## config.mk

```make
export PLATFORM = sky130hd
export DESIGN_NAME = kufa_find_ctrl
export DESIGN_NICKNAME = d
export VERILOG_FILES = /design/src/design/kufa_pkg.sv /design/src/design/kufa_find_ctrl.sv
export SDC_FILE = /design/constraint.sdc
export NUM_CORES = 1
export LEC_CHECK = 0
export BUFFER_PORTS_ARGS = -buffer_cell sky130_fd_sc_hd__clkbuf_2
export CAP_MARGIN = 0
export CORE_MARGIN = 2
export CORE_UTILIZATION = 50
export CTS_BUF_LIST = sky130_fd_sc_hd__clkbuf_4 sky130_fd_sc_hd__clkbuf_8
export DETAILED_ROUTE_END_ITERATION = 6
export PLACE_DENSITY = 0.85
export SYNTH_ARGS = -nofsm -noshare
export SYNTH_HDL_FRONTEND = slang
export SYNTH_SLANG_ARGS = --single-unit
```

## constraint.sdc

```tcl
create_clock -name clock -period 3.23 [get_ports clock]
set_clock_uncertainty 0.05 [all_clocks]
set_input_delay 0.1615 -clock clock [delete_from_list [all_inputs] [get_ports clock]]
set_output_delay 0.1615 -clock clock [all_outputs]
set_load 0.1 [all_outputs]
```

## src/design/kufa_pkg.sv

```systemverilog
// Shared widths and types for the union-find spanning-tree accumulator.
package kufa_pkg;

   localparam int WEIGHT_W  = 32;
   localparam int NODE_W    = 10;
   localparam int TOTAL_W   = 48;
   localparam int IDX_EXT_W = 17;

   typedef struct packed {
      logic fire;
      logic joined;
      logic last;
   } resp_ctl_type;

endpackage

```

## src/design/kufa_find_ctrl.sv

```systemverilog
// Sequencer: table clear sweep, path-halving root search for both endpoints, link.
module kufa_find_ctrl #(
   parameter int NODES = 1024
) (
   input  logic                          clock,
   input  logic                          reset,
   input  logic                          start,
   output logic                          busy,
   input  logic [kufa_pkg::NODE_W-1:0]   req_node_a,
   input  logic [kufa_pkg::NODE_W-1:0]   req_node_b,
   input  logic                          req_last_edge,
   output logic                          wr_en,
   output logic [$clog2(NODES)-1:0]      wr_addr,
   output logic [$clog2(NODES)-1:0]      wr_data,
   output logic [$clog2(NODES)-1:0]      rd_addr,
   input  logic [$clog2(NODES)-1:0]      rd_data,
   output kufa_pkg::resp_ctl_type        ctl
);
   import kufa_pkg::*;

   localparam int AW = $clog2(NODES);
   localparam logic [IDX_EXT_W-1:0] NODES_EXT = IDX_EXT_W'(NODES);
   localparam logic [AW-1:0] LAST_IDX = AW'(NODES - 1);

   localparam logic [1:0] S_CLEAR  = 2'd0;
   localparam logic [1:0] S_IDLE   = 2'd1;
   localparam logic [1:0] S_PARENT = 2'd2;
   localparam logic [1:0] S_GRAND  = 2'd3;

   logic [1:0]    state_ff, state_in;
   logic [AW-1:0] cnt_ff, cnt_in;
   logic [AW-1:0] v_ff, v_in;
   logic [AW-1:0] ra_ff, ra_in;
   logic [AW-1:0] b_ff, b_in;
   logic          phase_ff, phase_in;
   logic          last_ff, last_in;

   logic [IDX_EXT_W-1:0] a_ext;
   logic [IDX_EXT_W-1:0] b_ext;
   logic                 in_range;

   assign a_ext    = IDX_EXT_W'(req_node_a);
   assign b_ext    = IDX_EXT_W'(req_node_b);
   assign in_range = (a_ext < NODES_EXT) && (b_ext < NODES_EXT);
   assign busy     = (state_ff != S_IDLE);

   always_comb begin
      state_in   = state_ff;
      cnt_in     = cnt_ff;
      v_in       = v_ff;
      ra_in      = ra_ff;
      b_in       = b_ff;
      phase_in   = phase_ff;
      last_in    = last_ff;
      wr_en      = 1'b0;
      wr_addr    = v_ff;
      wr_data    = rd_data;
      rd_addr    = v_ff;
      ctl.fire   = 1'b0;
      ctl.joined = 1'b0;
      ctl.last   = last_ff;
      case (state_ff)
         S_CLEAR: begin
            wr_en   = 1'b1;
            wr_addr = cnt_ff;
            wr_data = cnt_ff;
            if (cnt_ff == LAST_IDX) begin
               cnt_in   = '0;
               state_in = S_IDLE;
            end else begin
               cnt_in = AW'(cnt_ff + 1'b1);
            end
         end
         S_IDLE: begin
            if (start) begin
               last_in = req_last_edge;
               if (in_range) begin
                  v_in     = a_ext[AW-1:0];
                  b_in     = b_ext[AW-1:0];
                  rd_addr  = a_ext[AW-1:0];
                  phase_in = 1'b0;
                  state_in = S_PARENT;
               end else begin
                  ctl.fire = 1'b1;
                  ctl.last = req_last_edge;
                  state_in = req_last_edge ? S_CLEAR : S_IDLE;
               end
            end
         end
         S_PARENT: begin
            if (rd_data == v_ff) begin
               if (!phase_ff) begin
                  ra_in    = v_ff;
                  v_in     = b_ff;
                  rd_addr  = b_ff;
                  phase_in = 1'b1;
               end else begin
                  wr_en      = (ra_ff != v_ff);
                  wr_addr    = ra_ff;
                  wr_data    = v_ff;
                  ctl.fire   = 1'b1;
                  ctl.joined = (ra_ff != v_ff);
                  state_in   = last_ff ? S_CLEAR : S_IDLE;
               end
            end else begin
               rd_addr  = rd_data;
               state_in = S_GRAND;
            end
         end
         S_GRAND: begin
            wr_en    = 1'b1;
            wr_addr  = v_ff;
            wr_data  = rd_data;
            v_in     = rd_data;
            rd_addr  = rd_data;
            state_in = S_PARENT;
         end
         default: begin
            state_in = S_CLEAR;
            cnt_in   = '0;
         end
      endcase
   end

   always_ff @(posedge clock) begin
      if (reset) begin
         state_ff <= S_CLEAR;
         cnt_ff   <= '0;
         phase_ff <= 1'b0;
         last_ff  <= 1'b0;
      end else begin
         state_ff <= state_in;
         cnt_ff   <= cnt_in;
         phase_ff <= phase_in;
         last_ff  <= last_in;
      end
      v_ff  <= v_in;
      ra_ff <= ra_in;
      b_ff  <= b_in;
   end

endmodule

```

==> results.md <==
- CTS Buffer Depth: 2
- Reg-to-reg setup timing slack: between 0.5 and 0.6 ns
- Most common cell in the netlist: nand2_1
- Pre-antenna DRT Iters: 5
- Horizontal extent of the die: around 84 µm
- Clk pwr share: 0.126
- Post-synth top area cell: edfxtp_1
- Vias after detailed routing: slightly below 3000
- Async set or reset register ratio after synthesis: 0
- Synthesized area per cell: 10.07 µm²
- Number of enable-type register cells in the synthesized netlist: 30
- Global Route Usage Sum: 0.2677
- Total power: 3032 µW
- Antenna violations before repair: 0
- Post-Route Hold Slack: 0.04897 ns
- Slew @ Worst Pin: 0.7945 ns
- Via count normalized by instance count: 6.354
- Number of buffer and inverter stages on the critical path: 4
- Setup repair after global routing missed its margin: false
- Cells after DPL: 445
- Final-layout setup total negative slack: 0 ns
- Rows: 29
- Cell-by-cell trace of the critical path: inv_1, ha_1, buf_4, inv_1, nand2_1, a22o_1, clkbuf_2
- Drt wl/cell: 20.21 µm
- Biggest cell delay along the critical path: 0.46 ns
- Ant. Diodes: 0
- Power share of the combinational group: 0.620
- Count of buffers from port buffering: 68
- Synth top area cells: edfxtp_1 28%, mux2_2 10%, dfxtp_1 8.7%, mux2i_1 6.5%, a22oi_1 4.7%
- Maximum achievable frequency: 334.3 MHz
- Netlist cell types: 46
- CP max stage cell: dfxtp_1
- Data arrival time of the worst path: approximately 2.8 ns
- Origin of the worst min-delay path: req_last_edge
- Routability-driven placement congestion ratio: between 0.8 and 0.9
- Sequential share of power: 0.254
- Final cycle utilization of the critical path: 0.9262
- Register bit count reported by yosys: 44
- Startpoint type of the worst setup path: register
- Total overflow reported by the global router: 0
- Rel. slew slack: 0.4684
- Final nets: around 430
- Worst R2R Start: state_ff[0]$_SDFFE_PP0P_
- Internal portion of total power: 1430 µW
- Critical path endpoint category: output pin
- Fraction of layout cells with a size suffix above 1: 0.3290
- Area overhead of the layout relative to synthesis: 27.14%
- Multi-input combinational cell area: 1843 µm²
- Clock slew at reported path FFs: about 0.080 ns
- Hold worst-path end: last_ff$_SDFFE_PP0P_
- Path category of the worst min-delay check: input port to register
- Share of the synthesized area in the top cell type: 0.2795
- Detailed router's first-iteration violation count: 311
- Worst path required time: ~3.0 ns
- Clock period minus worst slack: 2.992 ns
- Clock insertion delay at the later pin of the skew report: about 0.3 ns
- Total of fill cells in the finished design: 459
- Net Sw Power: approximately 1600 µW
- Crit Path Category: register to output pin
- Leakage power: 0.001552 µW
- Core outline area: 6277 µm²
- Initial Util: 0.5135
- Footprint of the flip-flops and latches: 1181 µm²
- Post-synth design cell area: ~3200 µm²
- Register area share after synthesis: 0.3665
- Cell type group with the largest total delay on the critical path: buffers and inverters
- Cell at the root of the clock tree: clkbuf_8
- Net count after synthesis: between 300 and 400
- Total number of yosys warnings: 0
- Worst hold stages: 3
- CTS tree: done
- Routed wire length: just over 9000 µm
- Cell depth of the worst flop-to-flop path: 7
- Result of the run: finished clean
- Pin count of the biggest net entering global routing: 19
- Final routed DRC violation total: 0
- RR Endpoint: cnt_ff[6]$_SDFFE_PP0P_
- Final std cells w/o fill: 463
- Ranking of synthesized cells by instance count: 40 x nand2_1, 30 x edfxtp_1, 30 x mux2_2, 21 x mux2i_1, 20 x a22oi_1
- Vert. Die Dim: about 84 µm
- TritonCTS buffer count: 5
- Peak ir drop on the vdd network: 0.0006231 V
- H-Tree Level Count: 2
- Top fanout value on the critical path: 15
- Switching share of total power: 0.5285
- Half-perimeter wire length after detailed placement: just under 7000 µm
- Vias in the first global route: around 3000
- Final-report max-slew violation count: 0
- Clock net sink count: 44
- Cell repeated most along the worst path: inv_1
- Final hold viol count: 0
- Power density over the cells: 739.9 nW/µm²
- Die Footprint: between 7000 and 8000 µm²
- Most used flip-flop cell after synthesis: edfxtp_1
- Top-level port count: 69
- Cells after Synth: 320
- Global-route wire length before repair: about 15000 µm
- Remaining antenna violation count: 0
- Maximum Capacitance Violations: 0
- Count of endpoints failing setup in the final report: 0
[power groups by stage]
stage | Sequential, µW | Combinational [µW] | Clock (µW)
6_report | 771 | 1880 | 381
5_1_grt | 777 | 1950 | 408
4_1_cts | 765 | 1880 | 382
3_5_place_dp | 778 | 1860 | 0
3_3_place_gp | 773 | 1840 | 0
2_1_floorplan | 710 | 1380 | 0
[how the worst max path moves through the flow]
stage / startpoint / endpoint / slack [ns] / depth (start not counted)
2_1_floorplan: state_ff[0]$_SDFFE_PP0P_ / wr_data[3] / -0.18 / 5
3_3_place_gp: state_ff[0]$_SDFFE_PP0P_ / wr_data[0] / 0.69 / 6
3_5_place_dp: state_ff[0]$_SDFFE_PP0P_ / wr_data[0] / 0.60 / 6
4_1_cts: state_ff[0]$_SDFFE_PP0P_ / wr_data[0] / 0.28 / 6
5_1_grt: state_ff[0]$_SDFFE_PP0P_ / rd_addr[6] / 0.03 / 6
6_report: state_ff[0]$_SDFFE_PP0P_ / wr_data[7] / 0.24 / 7
[registers in the layout, indices dropped and copies added, names as in the netlist]
register,cells
b_ff,10
cnt_ff,10
ra_ff,10
v_ff,10
state_ff,2
last_ff,1
phase_ff,1
[through the flow]
step / instance area, µm² / utilization / setup slack (ns)
finish: 4098 / 0.6528 / 0.2383
global route: 4098 / 0.6528 / 0.03292
CTS: 4098 / 0.6528 / 0.2784
detailed placement: 3900 / 0.6213 / 0.6007
global placement: 3900 / 0.6213 / 0.6873
floorplan: 3227 / - / -0.1805
[cell usage in the layout, fill, tap and decap left out, drive strengths merged, types with 11 or more instances in the layout]
cell / instances
a22oi: 20
mux2i: 21
edfxtp: 30
dfxtp: 14
o21ai: 14
xnor2: 14
xor2: 12
nand2: 40
clkbuf: 54
mux2: 30
a21boi: 11
buf: 32
[tightest hold or removal path: stages]
cell and delay, ns:
clkbuf_2 0.08, mux2i_1 0.05, nor2_1 0.07
[cell type report]
| type | count | share of cell area |
|---|---|---|
| multi-input combinational | 237 | 0.4498 |
| inverter | 9 | 0.008244 |
| tap | 77 | 0.02351 |
| sequential | 44 | 0.2882 |
| clock buffer | 8 | 0.02382 |
| timing repair buffer | 88 | 0.2064 |
[cell families (layout without fill, tap and decap cells)]
kind of cell,count (synthesis),count (layout),synth area share
compound gates,77,77,0.1797
simple gates,76,76,0.1184
mux,51,51,0.1700
flops,44,44,0.3665
buf+inv,39,105,0.06288
xor+xnor,26,26,0.07531
fa+ha+maj,7,7,0.02717
[layer usage]
layer,share of wire,up-vias,wire (µm),track usage
met5,0,-,0,0
met3,0.081,28,760,0.04916
met4,0.032,0,298,0.1188
met2,0.51,174,4737,0.4625
met1,0.38,1423,3559,0.3252
li1,-,1317,-,-
[what timing repair did]
action	4_1_cts	5_1_grt
gates resized for setup	0	0
setup endpoints to repair	0	0
hold endpoints to repair	10	0
buffers inserted	0	0
hold buffers	10	0
(Power assumes the default switching activity.)
