--- src/design/kufa_pkg.sv ---
// Shared widths and types for the union-find spanning-tree accumulator.
package kufa_pkg;

   localparam int WEIGHT_W  = 32;
   localparam int NODE_W    = 10;
   localparam int TOTAL_W   = 48;
   localparam int IDX_EXT_W = 17;

   typedef struct packed {
      logic fire;
      logic joined;
      logic last;
   } resp_ctl_type;

endpackage

--- src/design/kufa_accum.sv ---
// Saturating tree total and registered result beat.
module kufa_accum (
   input  logic                           clock,
   input  logic                           reset,
   input  logic                           req_fire,
   input  logic [kufa_pkg::WEIGHT_W-1:0]  req_edge_weight,
   input  kufa_pkg::resp_ctl_type         ctl,
   output logic                           rsp_valid,
   output logic                           rsp_joined,
   output logic [kufa_pkg::TOTAL_W-1:0]   rsp_tree_total,
   output logic                           rsp_last_result
);
   import kufa_pkg::*;

   logic [WEIGHT_W-1:0] weight_ff;
   logic [TOTAL_W-1:0]  total_ff;
   logic                rsp_valid_ff;
   logic                rsp_joined_ff;
   logic [TOTAL_W-1:0]  rsp_total_ff;
   logic                rsp_last_ff;

   logic [TOTAL_W:0]    sum;
   logic [TOTAL_W-1:0]  total_in;

   assign sum = {1'b0, total_ff} + {{(TOTAL_W - WEIGHT_W + 1){1'b0}}, weight_ff};

   always_comb begin
      total_in = total_ff;
      if (ctl.joined) begin
         total_in = sum[TOTAL_W] ? {TOTAL_W{1'b1}} : sum[TOTAL_W-1:0];
      end
   end

   always_ff @(posedge clock) begin
      if (reset) begin
         total_ff     <= '0;
         rsp_valid_ff <= 1'b0;
      end else begin
         rsp_valid_ff <= ctl.fire;
         if (ctl.fire) begin
            total_ff <= ctl.last ? '0 : total_in;
         end
      end
      if (req_fire) begin
         weight_ff <= req_edge_weight;
      end
      if (ctl.fire) begin
         rsp_joined_ff <= ctl.joined;
         rsp_total_ff  <= total_in;
         rsp_last_ff   <= ctl.last;
      end
   end

   assign rsp_valid       = rsp_valid_ff;
   assign rsp_joined      = rsp_joined_ff;
   assign rsp_tree_total  = rsp_total_ff;
   assign rsp_last_result = rsp_last_ff;

endmodule

--- config.mk ---
export PLATFORM = sky130hd
export DESIGN_NAME = kufa_accum
export DESIGN_NICKNAME = d
export VERILOG_FILES = /design/src/design/kufa_pkg.sv /design/src/design/kufa_accum.sv
export SDC_FILE = /design/constraint.sdc
export NUM_CORES = 1
export LEC_CHECK = 0
export BUFFER_PORTS_ARGS = -buffer_cell sky130_fd_sc_hd__buf_4
export CELL_PAD_IN_SITES_DETAIL_PLACEMENT = 1
export CELL_PAD_IN_SITES_GLOBAL_PLACEMENT = 1
export CORE_MARGIN = 2
export CORE_UTILIZATION = 41
export CTS_CLUSTER_DIAMETER = 40
export DETAILED_ROUTE_END_ITERATION = 8
export GPL_TIMING_DRIVEN = 0
export PLACE_DENSITY = 0.79
export SETUP_SLACK_MARGIN = 0.3
export SYNTH_ARGS = -nofsm -noshare
export SYNTH_HDL_FRONTEND = slang
export SYNTH_SLANG_ARGS = --single-unit
--- constraint.sdc ---
create_clock -name clock -period 2.64 [get_ports clock]
set_input_delay 0.132 -clock clock [delete_from_list [all_inputs] [get_ports clock]]
set_output_delay 0.132 -clock clock [all_outputs]
set_load 0.01 [all_outputs]
==> results of run 1 <==
[worst register-to-register path: cells and delay by family, from the launching register on]
family	cells	cell delay (ps)
flops	1	410
simple gates	5	940
compound gates	3	660
fa+ha+maj	1	290
buf+inv	4	480
[final cells by class]
type,count,area (um^2)
clock inverters,10,108
inverters,11,41.3
multi-input cells,451,3740
fillers,1654,6650
repair buffers,167,1480
well taps,220,275
flip-flops and latches,131,3450
plain buffers,29,204
clock buffers,22,464
[state kept, by name, summed over array words and instances (netlist names)]
register         flops
rsp_tree_total      48
total_ff            48
weight_ff           32
rsp_joined           1
rsp_last_result      1
rsp_valid            1
[metrics by stage]
step	area [um^2]	util, %	setup slack, ps
after floorplan	6900	-	-22.1
after global placement	7840	47.8	-462
after detailed placement	7840	47.8	-534
after CTS	9530	58.1	-337
after global routing	9760	59.5	-473
final	9760	59.5	-400
[cells in the final DEF (no fill, tap or decap), types with 7 or more instances in the layout]
master	count
a31oi_1	19
a21oi_2	33
edfxtp_1	82
o21ai_0	16
o22a_1	7
inv_1	11
nand2_1	32
a21oi_4	8
a311oi_2	11
clkbuf_16	17
and2_1	7
a21oi_1	42
buf_6	10
and3_1	7
ha_1	18
xnor2_1	19
buf_4	118
nand3_1	8
xor2_1	7
a22o_1	26
dlygate4sd3_1	35
nor2_1	48
clkbuf_1	18
a21o_1	14
ha_4	8
dfxtp_1	47
[report_power, final]
part | internal, mW | switching (mW) | total, mW
logic | 0.457 | 0.568 | 1.03
clock network | 1.43 | 0.905 | 2.33
registers | 2.31 | 0.0650 | 2.38
[per-layer routing]
layer / GRT usage [%] / vias up / routed length, um
met5: 0 / - / 0
met4: 10.3 / 0 / 655
met3: 5.17 / 66 / 1000
met2: 46.2 / 187 / 11800
met1: 29.5 / 3039 / 9130
li1: - / 2770 / -
[worst min-delay path by stage]
stage,depth (start not counted),end,slack (ps),startpoint
floorplan,1,total_ff[46],200,reset
global placement,1,weight_ff[9],310,req_edge_weight[9]
detailed placement,1,weight_ff[3],310,req_edge_weight[3]
CTS,1,weight_ff[9],180,req_fire
global route,1,weight_ff[2],200,req_fire
finish,1,weight_ff[9],180,req_fire
[cells by family (layout without fill, tap and decap cells)]
logic type | Yosys count | count (layout) | share of synthesized area (%)
XOR/XNOR | 28 | 28 | 3.61
adder cells (fa/ha/maj) | 33 | 33 | 6.20
AND/OR/NAND/NOR | 147 | 147 | 10.7
buffers and inverters | 40 | 239 | 2.75
multiplexers | 6 | 6 | 0.940
flip-flops | 131 | 131 | 50.7
AO/OA/AOI/OAI | 237 | 237 | 25.1
[what timing repair did]
item,in CTS,in global routing
gates cloned,4,0
gates resized for setup,75,46
buffers inserted,35,5
hold buffers,35,0
pin swaps,43,32
endpoints found under the hold margin,36,0
endpoints found under the setup margin,96,96
==> metrics.md, run 1 <==
| Metric | Value |
|---|---|
| Vias in the first global route | `6630` |
| WL final | `roughly 23000 um` |
| Initial Utilization | `41.4%` |
| R2R depth | `13` |
| Req. time, crit path | `between 2000 and 3000 ps` |
| Crit path top cell by count | `nor2_2` |
| Top-Level Pins | `89` |
| Die width | `133 um` |
| Cells after synthesis | `622` |
| Crit path arrival time | `roughly 3200 ps` |
| Synth top cells by count | `82 x edfxtp_1, 66 x a21oi_1, 55 x nor2_1, 49 x dfxtp_1, 35 x nand2_1` |
| CP max FO | `7` |
| Die area | `~18000 um^2` |
| Stages on worst setup path | `13` |
| Final max-slew violation count | `0` |
| Buffers & Inverters on Critical Path | `4` |
| DR vias/cell | `5.82` |
| # rows | `47` |
| Drt initial violations | `roughly 400` |
| Syn_area_per_cell | `10.9 um^2` |
| Distinct cells, synth | `between 60 and 70` |
| Slowest-stage cell, CP | `or4_4` |
| Placed instance count | `930` |
| Reg-to-reg slack, setup | `-400 ps` |
| Hold Path Class | `input pin to flip-flop` |
| Clock buffer depth | `2` |
| Tot GR Track Use | `25.5%` |
| Worst setup path endpoint | `rsp_tree_total[31]` |
| Largest area contributor in the netlist | `edfxtp_1` |
| Nets | `879` |
| CTS tree | `yes` |
| Slowest stage delay, CP | `about 500 ps` |
| Synth top area cells | `edfxtp_1 36%, dfxtp_1 14%, ha_1 5.9%, a21oi_1 4.9%, a22o_1 3.4%` |
| Crit-path cells | `ha_2 -> clkbuf_4 -> nand4_1 -> inv_1 -> a211o_1 -> a21oi_4 -> nor3_4 -> buf_4 -> buf_6 -> or4_4 -> o211a_1 -> nor2_2 -> nor2_2` |
| Most common cell in the netlist | `edfxtp_1` |
| Post-synth ARST share | `0%` |
| Layout Cells excl Fill | `approximately 1000` |
| Crit path time final | `3040 ps` |
| PortBufs | `88` |
| CTS buffer count | `17` |
| DR pass1 iterations | `5` |
| Routed Antenna Nets | `0` |
| Pin count of the biggest net entering global routing | `53` |
| DIE HEIGHT | `~130 um` |
| Worst R2R Start | `weight_ff[13]` |
| Design Power | `5.74 mW` |
| Core Area | `16400 um^2` |
| Setup crit start | `weight_ff[13]` |
| Post-synth EDFFs | `82` |
| #FFs+latches synth | `between 100 and 150` |
| GR Overflow Total | `0` |
| Final Hold Fails | `0` |
| Worst Setup Start Kind | `flip-flop` |
| Warnings from Yosys | `0` |
| First-pass GRT wire length | `around 35000 um` |
| CP top delay family | `simple AND/OR/NAND/NOR gates` |
| Final setup margin | `-400 ps` |
| Main synth FF type | `edfxtp_1` |
| Status | `finished, violations left` |
| Layout cells sized above 1 | `36.4%` |
| Top cell type's share of synthesized area | `36.3%` |
| Setup TNS | `-22220 ps` |
| R2R Path End | `rsp_tree_total[31]` |
| Slew @ Worst Pin | `736 ps` |
| Failing checks | `negative setup slack` |
| Clk_skew | `between 9 and 10 ps` |
| Max capacitance violation total | `0` |
| Vias | `6062` |
| Area grow syn2layout | `43.8%` |
| Final period utilization | `115%` |
| Clock net sink count | `131` |
| Synthesized cell area | `6790 um^2` |
| Leakage | `3.84 nW` |
| Drt wl/cell | `21.7 um` |
| Max frequency | `~330 MHz` |
| Worst VDD drop | `0.443 mV` |
| Register area share after synthesis | `50.7%` |
| Critical path type | `flip-flop to flip-flop` |
| Final Setup Violations | `95` |
| Endpoint class of the critical path | `flip-flop` |
| GPL Wtd Cong | `between 0.8 and 0.9` |
| Detail Placement HPWL | `13100 um` |
| Clock root buffer | `clkbuf_16` |
| Clock latency on the worst-skew pair | `approximately 430 ps` |
| H-tree depth | `4` |
| Synth Net Count | `between 600 and 700` |
| Unrepaired setup endpoints after global routing | `yes` |
| Initial antenna violation count | `0` |
| Post-route DRC | `0` |
| CTS clk-pin slew, worst paths | `60 ps` |
| Slew margin rel. | `about half` |
| Ant. Diodes | `0` |
| Power per cell area | `588 nW/um^2` |
| Fin Hold WS | `182 ps` |
(Power assumes the default switching activity.)
==> inputs of run 2 (changes only) <==
--- a/config.mk
+++ b/config.mk
@@ -9,11 +9,11 @@
 export CELL_PAD_IN_SITES_DETAIL_PLACEMENT = 1
 export CELL_PAD_IN_SITES_GLOBAL_PLACEMENT = 1
 export CORE_MARGIN = 2
-export CORE_UTILIZATION = 41
+export CORE_UTILIZATION = 35
 export CTS_CLUSTER_DIAMETER = 40
 export DETAILED_ROUTE_END_ITERATION = 8
 export GPL_TIMING_DRIVEN = 0
-export PLACE_DENSITY = 0.79
+export PLACE_DENSITY = 0.69
 export SETUP_SLACK_MARGIN = 0.3
 export SYNTH_ARGS = -nofsm -noshare
 export SYNTH_HDL_FRONTEND = slang
==> metrics.md, run 2 (synthesized netlist as in run 1, its figures left out) <==
| Metric | Value |
|---|---|
| DR pass1 iterations | `6 (+1)` |
| Hold Path Class | `input pin to flip-flop` |
| Post-route DRC | `0 (unchanged)` |
| R2R depth | `11 (-2)` |
| Die width | `143 um (+8.0%)` |
| Clk_skew | `8.35 ps (-1.14 ps)` |
| Final max-slew violation count | `0 (unchanged)` |
| Drt initial violations | `269 (-33%)` |
| Crit path time final | `3000 ps (-35.8 ps)` |
| Layout Cells excl Fill | `1079 (+3.7%)` |
| Routed Antenna Nets | `0 (unchanged)` |
| Tot GR Track Use | `20.9% (-4.6 points)` |
| Nets | `877 (-0.23%)` |
| Sw Ratio | `26.3% (-0.53 points)` |
| # rows | `50 (+6.4%)` |
| Clock root buffer | `clkbuf_16` |
| Initial Utilization | `35.9% (-5.4 points)` |
| GPL Wtd Cong | `0.817 (-8.1%)` |
| Die area | `20500 um^2 (+17%)` |
| Fin Hold WS | `184 ps (+1.70 ps)` |
| Slew @ Worst Pin | `750 ps (+13.7 ps)` |
| Most frequent cells in the layout | `120 x buf_4, 82 x edfxtp_1, 49 x nor2_1, 48 x dfxtp_1, 44 x a21oi_1` |
| Final setup margin | `-364 ps (+35.8 ps)` |
| DIE HEIGHT | `143 um (+8.0%)` |
| Status | `finished, violations left` |
| Area grow syn2layout | `42.2%` |
| Endpoint class of the critical path | `flip-flop` |
| Req. time, crit path | `2810 ps (about the same)` |
| Final Hold Fails | `0 (unchanged)` |
| CTS buffer count | `17 (unchanged)` |
| DR vias/cell | `5.41 (-7.0%)` |
| Crit-path cells | `ha_1 -> a21o_1 -> nand4_1 -> a211oi_2 -> and4bb_4 -> nor3_4 -> a41oi_4 -> o21ai_4 -> buf_12 -> nand3_1 -> mux2_2` |
| Final period utilization | `114% (-1.4 points)` |
| Final Util | `51.1% (-8.4 points)` |
| Pint | `4.16 mW (-1.0%)` |
| Slowest stage delay, CP | `390 ps (-110 ps)` |
| WHS Path Cells | `1 (unchanged)` |
| CTS clk-pin slew, worst paths | `60 ps (about the same)` |
| H-tree depth | `4 (unchanged)` |
| Unrepaired setup endpoints after global routing | `yes` |
| Top-Level Pins | `89 (unchanged)` |
| Vias in the first global route | `6133 (-7.5%)` |
| Core Area | `18900 um^2 (+15%)` |
| Max frequency | `333 MHz (+1.2%)` |
| CP max FO | `7 (unchanged)` |
| Commonest non-fill, non-tap cell in the layout | `buf_4` |
| Drt wl/cell | `19.3 um (-11%)` |
| Leakage | `3.83 nW (-0.18%)` |
| Psw | `1.48 mW (-3.7%)` |
| Clock net sink count | `131 (unchanged)` |
| GR Overflow Total | `0 (unchanged)` |
| Worst Setup Start Kind | `flip-flop` |
| Worst VDD drop | `0.463 mV (+4.5%)` |
| Clock latency on the worst-skew pair | `430 ps (about the same)` |
| Pin count of the biggest net entering global routing | `53 (unchanged)` |
| WL final | `20800 um (-8.0%)` |
| Power per cell area | `584 nW/um^2 (-0.63%)` |
| Sequential share of power | `42.0% (+0.6 points)` |
| Slew margin rel. | `50.0% (-0.91 points)` |
| Placed instance count | `970 (+4.3%)` |
| First-pass GRT wire length | `33100 um (-6.6%)` |
| Max capacitance violation total | `0 (unchanged)` |
| Clk network pwr share | `40.6% (about the same)` |
| PortBufs | `88 (unchanged)` |
| Slowest-stage cell, CP | `edfxtp_1` |
| Clock buffer depth | `2 (unchanged)` |
| Detail Placement HPWL | `13300 um (+1.7%)` |
| CTS tree | `yes` |
| Final Setup Violations | `95 (unchanged)` |
| Logic pwr share | `17.4% (-0.5 points)` |
| Vias | `5841 (-3.6%)` |
| Initial antenna violation count | `0 (unchanged)` |
| Reg-to-reg slack, setup | `-360 ps (+40 ps)` |
| Ant. Diodes | `0 (unchanged)` |
| Layout cells sized above 1 | `34.7% (-1.7 points)` |
| Crit path arrival time | `3180 ps (-40 ps)` |
| Critical path type | `flip-flop to flip-flop` |
| Failing checks | `negative setup slack` |
-- run 2: layout make-up --
| class | instances | area (um^2) |
|---|---|---|
| multi-input combinational | 451 | 3620 |
| clock buffer | 21 | 450 |
| fill | 2054 | 9240 |
| inverter | 11 | 41.3 |
| buffer | 29 | 196 |
| timing repair buffer | 165 | 1460 |
| clock inverter | 11 | 111 |
| sequential | 131 | 3440 |
| tap | 260 | 325 |
-- run 2: worst paths after layout --
path | end | start
min | weight_ff[6] | req_fire
max reg2reg | rsp_tree_total[37] | weight_ff[1]
max | rsp_tree_total[37] | weight_ff[1]
min reg2reg | total_ff[10] | total_ff[10]
-- run 2: power by group through the flow --
stage	clock network, mW	logic, mW	registers [mW]
detailed placement	0	0.804	2.41
global route	2.41	1.06	2.38
finish	2.29	0.980	2.37
global placement	0	0.781	2.41
CTS	2.33	0.945	2.37
floorplan	0	0.483	2.43
-- run 2: repair_timing --
action	in CTS	in global routing
hold endpoints to repair	36	0
gates resized for setup	71	28
hold buffers	35	0
pin swaps	37	21
cloned	4	0
setup endpoints to repair	96	96
buffers inserted	30	8
-- run 2: routing by layer --
| metal | up-vias | GRT usage (%) | share of wire (%) |
|---|---|---|---|
| met5 | - | 0 | 0 |
| met1 | 2906 | 25.6 | 43 |
| met3 | 31 | 3.72 | 3.4 |
| li1 | 2763 | - | - |
| met4 | 0 | 7.28 | 2.0 |
| met2 | 141 | 37.1 | 52 |
-- run 2: worst max-delay path: cells and delay by family (launching register included) --
family / cells / cell delay, ps
flip-flops: 1 / 390
AO/OA/AOI/OAI: 4 / 840
multiplexers: 1 / 310
AND/OR/NAND/NOR: 4 / 770
buffers and inverters: 1 / 150
adder cells (fa/ha/maj): 1 / 290
-- run 2: stage by stage --
stage | total power [mW] | setup TNS (ps) | area [um^2] | worst slack, ps
floorplan | 2.91 | -189 | 6900 | -22.1
global placement | 3.19 | -32280 | 7890 | -510
detailed placement | 3.21 | -36510 | 7890 | -576
CTS | 5.65 | -24910 | 9490 | -395
global route | 5.86 | -31270 | 9650 | -437
finish | 5.64 | -20820 | 9650 | -364
